## config.mk

```make
export PLATFORM = sky130hd
export DESIGN_NAME = gwr_cfg
export DESIGN_NICKNAME = d
export VERILOG_FILES = /design/src/sv/gwr_pkg.sv /design/src/sv/gwr_cfg.sv
export SDC_FILE = /design/constraint.sdc
export NUM_CORES = 1
export LEC_CHECK = 0
export BUFFER_PORTS_ARGS = -buffer_cell sky130_fd_sc_hd__buf_4
export CAP_MARGIN = 20
export CORE_ASPECT_RATIO = 0.6
export CORE_UTILIZATION = 38
export DETAILED_ROUTE_END_ITERATION = 8
export PLACE_DENSITY = 0.84
export SYNTH_ARGS = -nofsm -noshare
export SYNTH_HDL_FRONTEND = slang
export SYNTH_SLANG_ARGS = --single-unit
```

## constraint.sdc

```tcl
create_clock -name clk -period 1.8 [get_ports clk]
set_input_delay 0.18 -clock clk [delete_from_list [all_inputs] [get_ports clk]]
set_output_delay 0.18 -clock clk [all_outputs]
set_load 0.02 [all_outputs]
```

## src/sv/gwr_pkg.sv

```systemverilog
// ----------------------------------------------------------------------------
// gwr_pkg: shared types and constants of the grid wavefront path router
// Beat formats, command, tile and distance codes, and the offset tables
// used to walk the neighbours of a cell.
// ----------------------------------------------------------------------------
package gwr_pkg;

	localparam int CELL_W = 6;
	localparam int DIM_W  = 7;
	localparam int DIST_W = 13;
	localparam int BEST_W = 15;
	localparam int LEN_W  = 12;

	localparam logic [1:0] CMD_WRITE = 2'd0;
	localparam logic [1:0] CMD_READ  = 2'd1;
	localparam logic [1:0] CMD_ROUTE = 2'd2;
	localparam logic [1:0] CMD_NOP   = 2'd3;

	localparam logic [2:0] KIND_WALL  = 3'd0;
	localparam logic [2:0] KIND_PATH  = 3'd1;
	localparam logic [2:0] KIND_FLOOR = 3'd2;
	localparam logic [2:0] KIND_DOOR  = 3'd3;
	localparam logic [2:0] KIND_OTHER = 3'd5;

	localparam logic [1:0] MARK_NONE  = 2'd0;
	localparam logic [1:0] MARK_OLD   = 2'd1;
	localparam logic [1:0] MARK_START = 2'd2;
	localparam logic [1:0] MARK_END   = 2'd3;

	localparam logic [DIST_W-1:0] D_FREE   = 13'h1FFF;
	localparam logic [DIST_W-1:0] D_BLOCK  = 13'h1FFE;
	localparam logic [DIST_W-1:0] D_TRACED = 13'h1FFD;

	localparam logic signed [BEST_W-1:0] NO_PICK = 15'sd10000;

	localparam logic       REG_GRID_WIDTH   = 1'b0;
	localparam logic       REG_GRID_HEIGHT  = 1'b1;
	localparam logic [2:0] ADDR_GRID_WIDTH  = 3'd0;
	localparam logic [2:0] ADDR_GRID_HEIGHT = 3'd4;

	localparam logic [DIM_W-1:0] DIM_RESET = 7'd64;

	typedef struct packed {
		logic [1:0]        cmd;
		logic [CELL_W-1:0] cell_x;
		logic [CELL_W-1:0] cell_y;
		logic [2:0]        tile_kind;
		logic [1:0]        tile_mark;
		logic [CELL_W-1:0] end_x;
		logic [CELL_W-1:0] end_y;
	} req_t;

	typedef struct packed {
		logic [2:0]       read_kind;
		logic [1:0]       read_mark;
		logic [LEN_W-1:0] path_length;
	} rsp_t;

	typedef struct packed {
		logic [DIM_W-1:0] grid_width;
		logic [DIM_W-1:0] grid_height;
	} cfg_t;

	// 3x3 sweep step 0..8 -> {oy, ox}, each 0..2 standing for -1..+1
	function automatic logic [3:0] sq_offset(input logic [3:0] s);
		logic [3:0] r;
		case (s)
			4'd0:    r = {2'd0, 2'd0};
			4'd1:    r = {2'd0, 2'd1};
			4'd2:    r = {2'd0, 2'd2};
			4'd3:    r = {2'd1, 2'd0};
			4'd4:    r = {2'd1, 2'd1};
			4'd5:    r = {2'd1, 2'd2};
			4'd6:    r = {2'd2, 2'd0};
			4'd7:    r = {2'd2, 2'd1};
			4'd8:    r = {2'd2, 2'd2};
			default: r = {2'd1, 2'd1};
		endcase
		return r;
	endfunction

	// four-neighbour order: down, up, right, left
	function automatic logic [3:0] nb_offset(input logic [1:0] k);
		logic [3:0] r;
		case (k)
			2'd0:    r = {2'd2, 2'd1};
			2'd1:    r = {2'd0, 2'd1};
			2'd2:    r = {2'd1, 2'd2};
			default: r = {2'd1, 2'd0};
		endcase
		return r;
	endfunction

endpackage

```

## src/sv/gwr_cfg.sv

```systemverilog
// ----------------------------------------------------------------------------
// gwr_cfg: configuration registers
// APB-style register file holding the grid width and height in use.
// ----------------------------------------------------------------------------
module gwr_cfg (
	input  logic              clk,
	input  logic              arst_n,
	input  logic              psel,
	input  logic              penable,
	input  logic              pwrite,
	input  logic [2:0]        paddr,
	input  logic [31:0]       pwdata,
	output logic [31:0]       prdata,
	output logic              pready,
	output gwr_pkg::cfg_t     cfg
);

	logic [gwr_pkg::DIM_W-1:0] width_q;
	logic [gwr_pkg::DIM_W-1:0] height_q;
	logic [gwr_pkg::DIM_W-1:0] rd_val;

	always_ff @(posedge clk or negedge arst_n) begin
		if (!arst_n) begin
			width_q  <= gwr_pkg::DIM_RESET;
			height_q <= gwr_pkg::DIM_RESET;
		end else if (psel && penable && pwrite) begin
			unique case (paddr[2])
				gwr_pkg::REG_GRID_WIDTH:  width_q  <= pwdata[gwr_pkg::DIM_W-1:0];
				gwr_pkg::REG_GRID_HEIGHT: height_q <= pwdata[gwr_pkg::DIM_W-1:0];
				default: ;
			endcase
		end
	end

	always_comb begin
		unique case (paddr[2])
			gwr_pkg::REG_GRID_WIDTH:  rd_val = width_q;
			gwr_pkg::REG_GRID_HEIGHT: rd_val = height_q;
			default:                  rd_val = width_q;
		endcase
	end

	// misaligned reads return zero
	assign prdata = (paddr[1:0] == 2'd0) ? {25'd0, rd_val} : 32'd0;
	assign pready = 1'b1;
	assign cfg    = '{grid_width: width_q, grid_height: height_q};

endmodule

```

==> out/results.ini <==
[clock_network]
cts.sinks=14
cts_tree=built
cts-htree-levels=1
ctsResizeCount=0
numCtsBuffers=3
clockBufferDepth=2
ctsRootBufferMaster=clkbuf_8
cts_setup_buffers=0
clk_latency_ps=240
clk_pin_slew_ps=60
postCtsHoldBufs=1

[yosys]
ys_seq_elements=14
yosysSeqAreaShare_pct=40.7
post_synth_instance_area_sq_um=867
synth_cell_type_count=12
netlist_instances=75
syn_area_per_cell_sq_um=11.6
yosysWarnings=0

[global_route]
grt_pass1_wl_um=2300
grt_max_degree=15
grt_pass1_vias=522
gr-usage-met2_pct=24.7
grt-ovfl-total=0
use_met1_pct=13.9
antenna_found_initial=0
grt.busiest_layer=met2
gr-usage-met3_pct=7.06
track_usage_pct=13.3

[drt]
drt-wirelength-per-cell_um=11.0
num_vias=563
first_pass_iters=2
totalWireLength_um=1530
vias_per_cell=4.05
ant_nets=0
drt-initial-drc-count=8
drc=0

[flow_run]
drv_cap=0

[place]
gp_congestion=0.658
placement.io_buffers=35
place_area_sq_mm=0.00104
dp_hpwl_um=1200

[finish]
drive_gt1_share_pct=52.3
mostFrequentLayoutCells=buf_4, conb_1, mux2_2
syn_to_final_growth_pct=28.0
seq_area_sq_um=353
final_common_cell=buf_4
fin_area_sq_mm=0.00111
multi_input_comb_area_sq_um=394
final_nets=152
n_antenna_cell=0
fillers=168

[setup_path]
worst_r2r_startpoint=width_q[2]
worst-r2r-cell-count=1
rrSetupSlack_ps=1010
worstSetupPathType=flip-flop to output port
cp_cell_sequence=mux2i_1 -> nor2_1 -> buf_4
r2r_end=width_q[2]
required_ps=1620
crit_path_max_fanout=3
path_delay_family=flip-flops
crit_path_end_kind=output port
slowest_delay_ps=540
cp.arrival_ps=1070
crit_slowest_cell=dfstp_2
cp-start-kind=flip-flop
critPathBufInv=1
cp.depth=3

[pwr]
ir_drop_v=0.000614
power_density_mw_per_mm2=1060
power_mw=1.18
leakage_nw=0.593

[min_path]
whs_endpoint=width_q[0]
hold_start=pwdata[0]
min_path_cells=2
min_path_type=primary input to flip-flop

[timing]
slew_viol_final=0
setup_viol=0
whs_ps=178
period_minus_slack_ps=1250
finalCritPeriodShare_pct=69.6
finalClockSkew_ps=0
finalHoldViolations=0
fmax_mhz=798
rsz0062_at_grt=false
fin_tns_setup_ps=0

[floorplan]
coreArea_sq_mm=0.00200
io-pin-count=87
rows=12
chipHeight_um=39
start_util_pct=43.4
fp.dieW_um=63.7
die-area_sq_mm=0.00248

[status]
status=finished, final reports clean

==> synthesized netlist by cell type <==
master | n | share of area, %
buf_4 | 26 | 23
buf_6 | 1 | 1.3
clkbuf_1 | 1 | 0.43
conb_1 | 2 | 0.87
dfrtp_1 | 12 | 35
dfstp_2 | 2 | 6.1
mux2_2 | 14 | 18
mux2i_1 | 7 | 8.1
nand4_2 | 1 | 1.4
nand4b_4 | 1 | 2.7
nor2_1 | 7 | 3.0
or2_2 | 1 | 0.72
==> cells by family after synthesis <==
kind of cell | after synthesis | synth area share, %
simple gates | 10 | 7.94
mux | 21 | 26.3
other cells | 2 | 0.866
buf+inv | 28 | 24.2
flops | 14 | 40.7
==> state kept, by name (all words and copies together), names as in the netlist <==
| register | cells |
|---|---|
| height_q | 7 |
| width_q | 7 |
==> routing by layer <==
metal | part of all wire, % | vias up
li1 | - | 267
met1 | 46 | 259
met2 | 46 | 37
met3 | 8.7 | 0
met4 | 0 | 0
met5 | 0 | -
==> layout make-up <==
type,instances,area share (%)
multi-input combinational,57,35.5
clock buffer,4,4.96
tap,28,3.16
timing repair buffer,36,24.6
sequential,14,31.8
==> stage by stage <==
stage                     utilization [%]  worst slack (ps)  std cells
after global placement               52.3               670        134
final                                55.6               547        139
after global routing                 55.6               478        139
after detailed placement             52.3               660        134
after floorplan                         -               671         99
after CTS                            55.6               536        139
==> report_power, final <==
group,leakage [nW],switching [mW],internal [mW]
clock network,0.0288,0.108,0.193
registers,0.165,0.0535,0.392
logic,0.400,0.238,0.196
==> worst max-delay path by stage <==
stage / startpoint / to
after global routing: width_q[6] / prdata[6]
final: height_q[6] / prdata[6]
after floorplan: height_q[6] / prdata[6]
after global placement: paddr[1] / prdata[3]
after detailed placement: paddr[1] / prdata[3]
after CTS: height_q[6] / prdata[6]
Note: power is estimated with default switching activity, not from simulation.
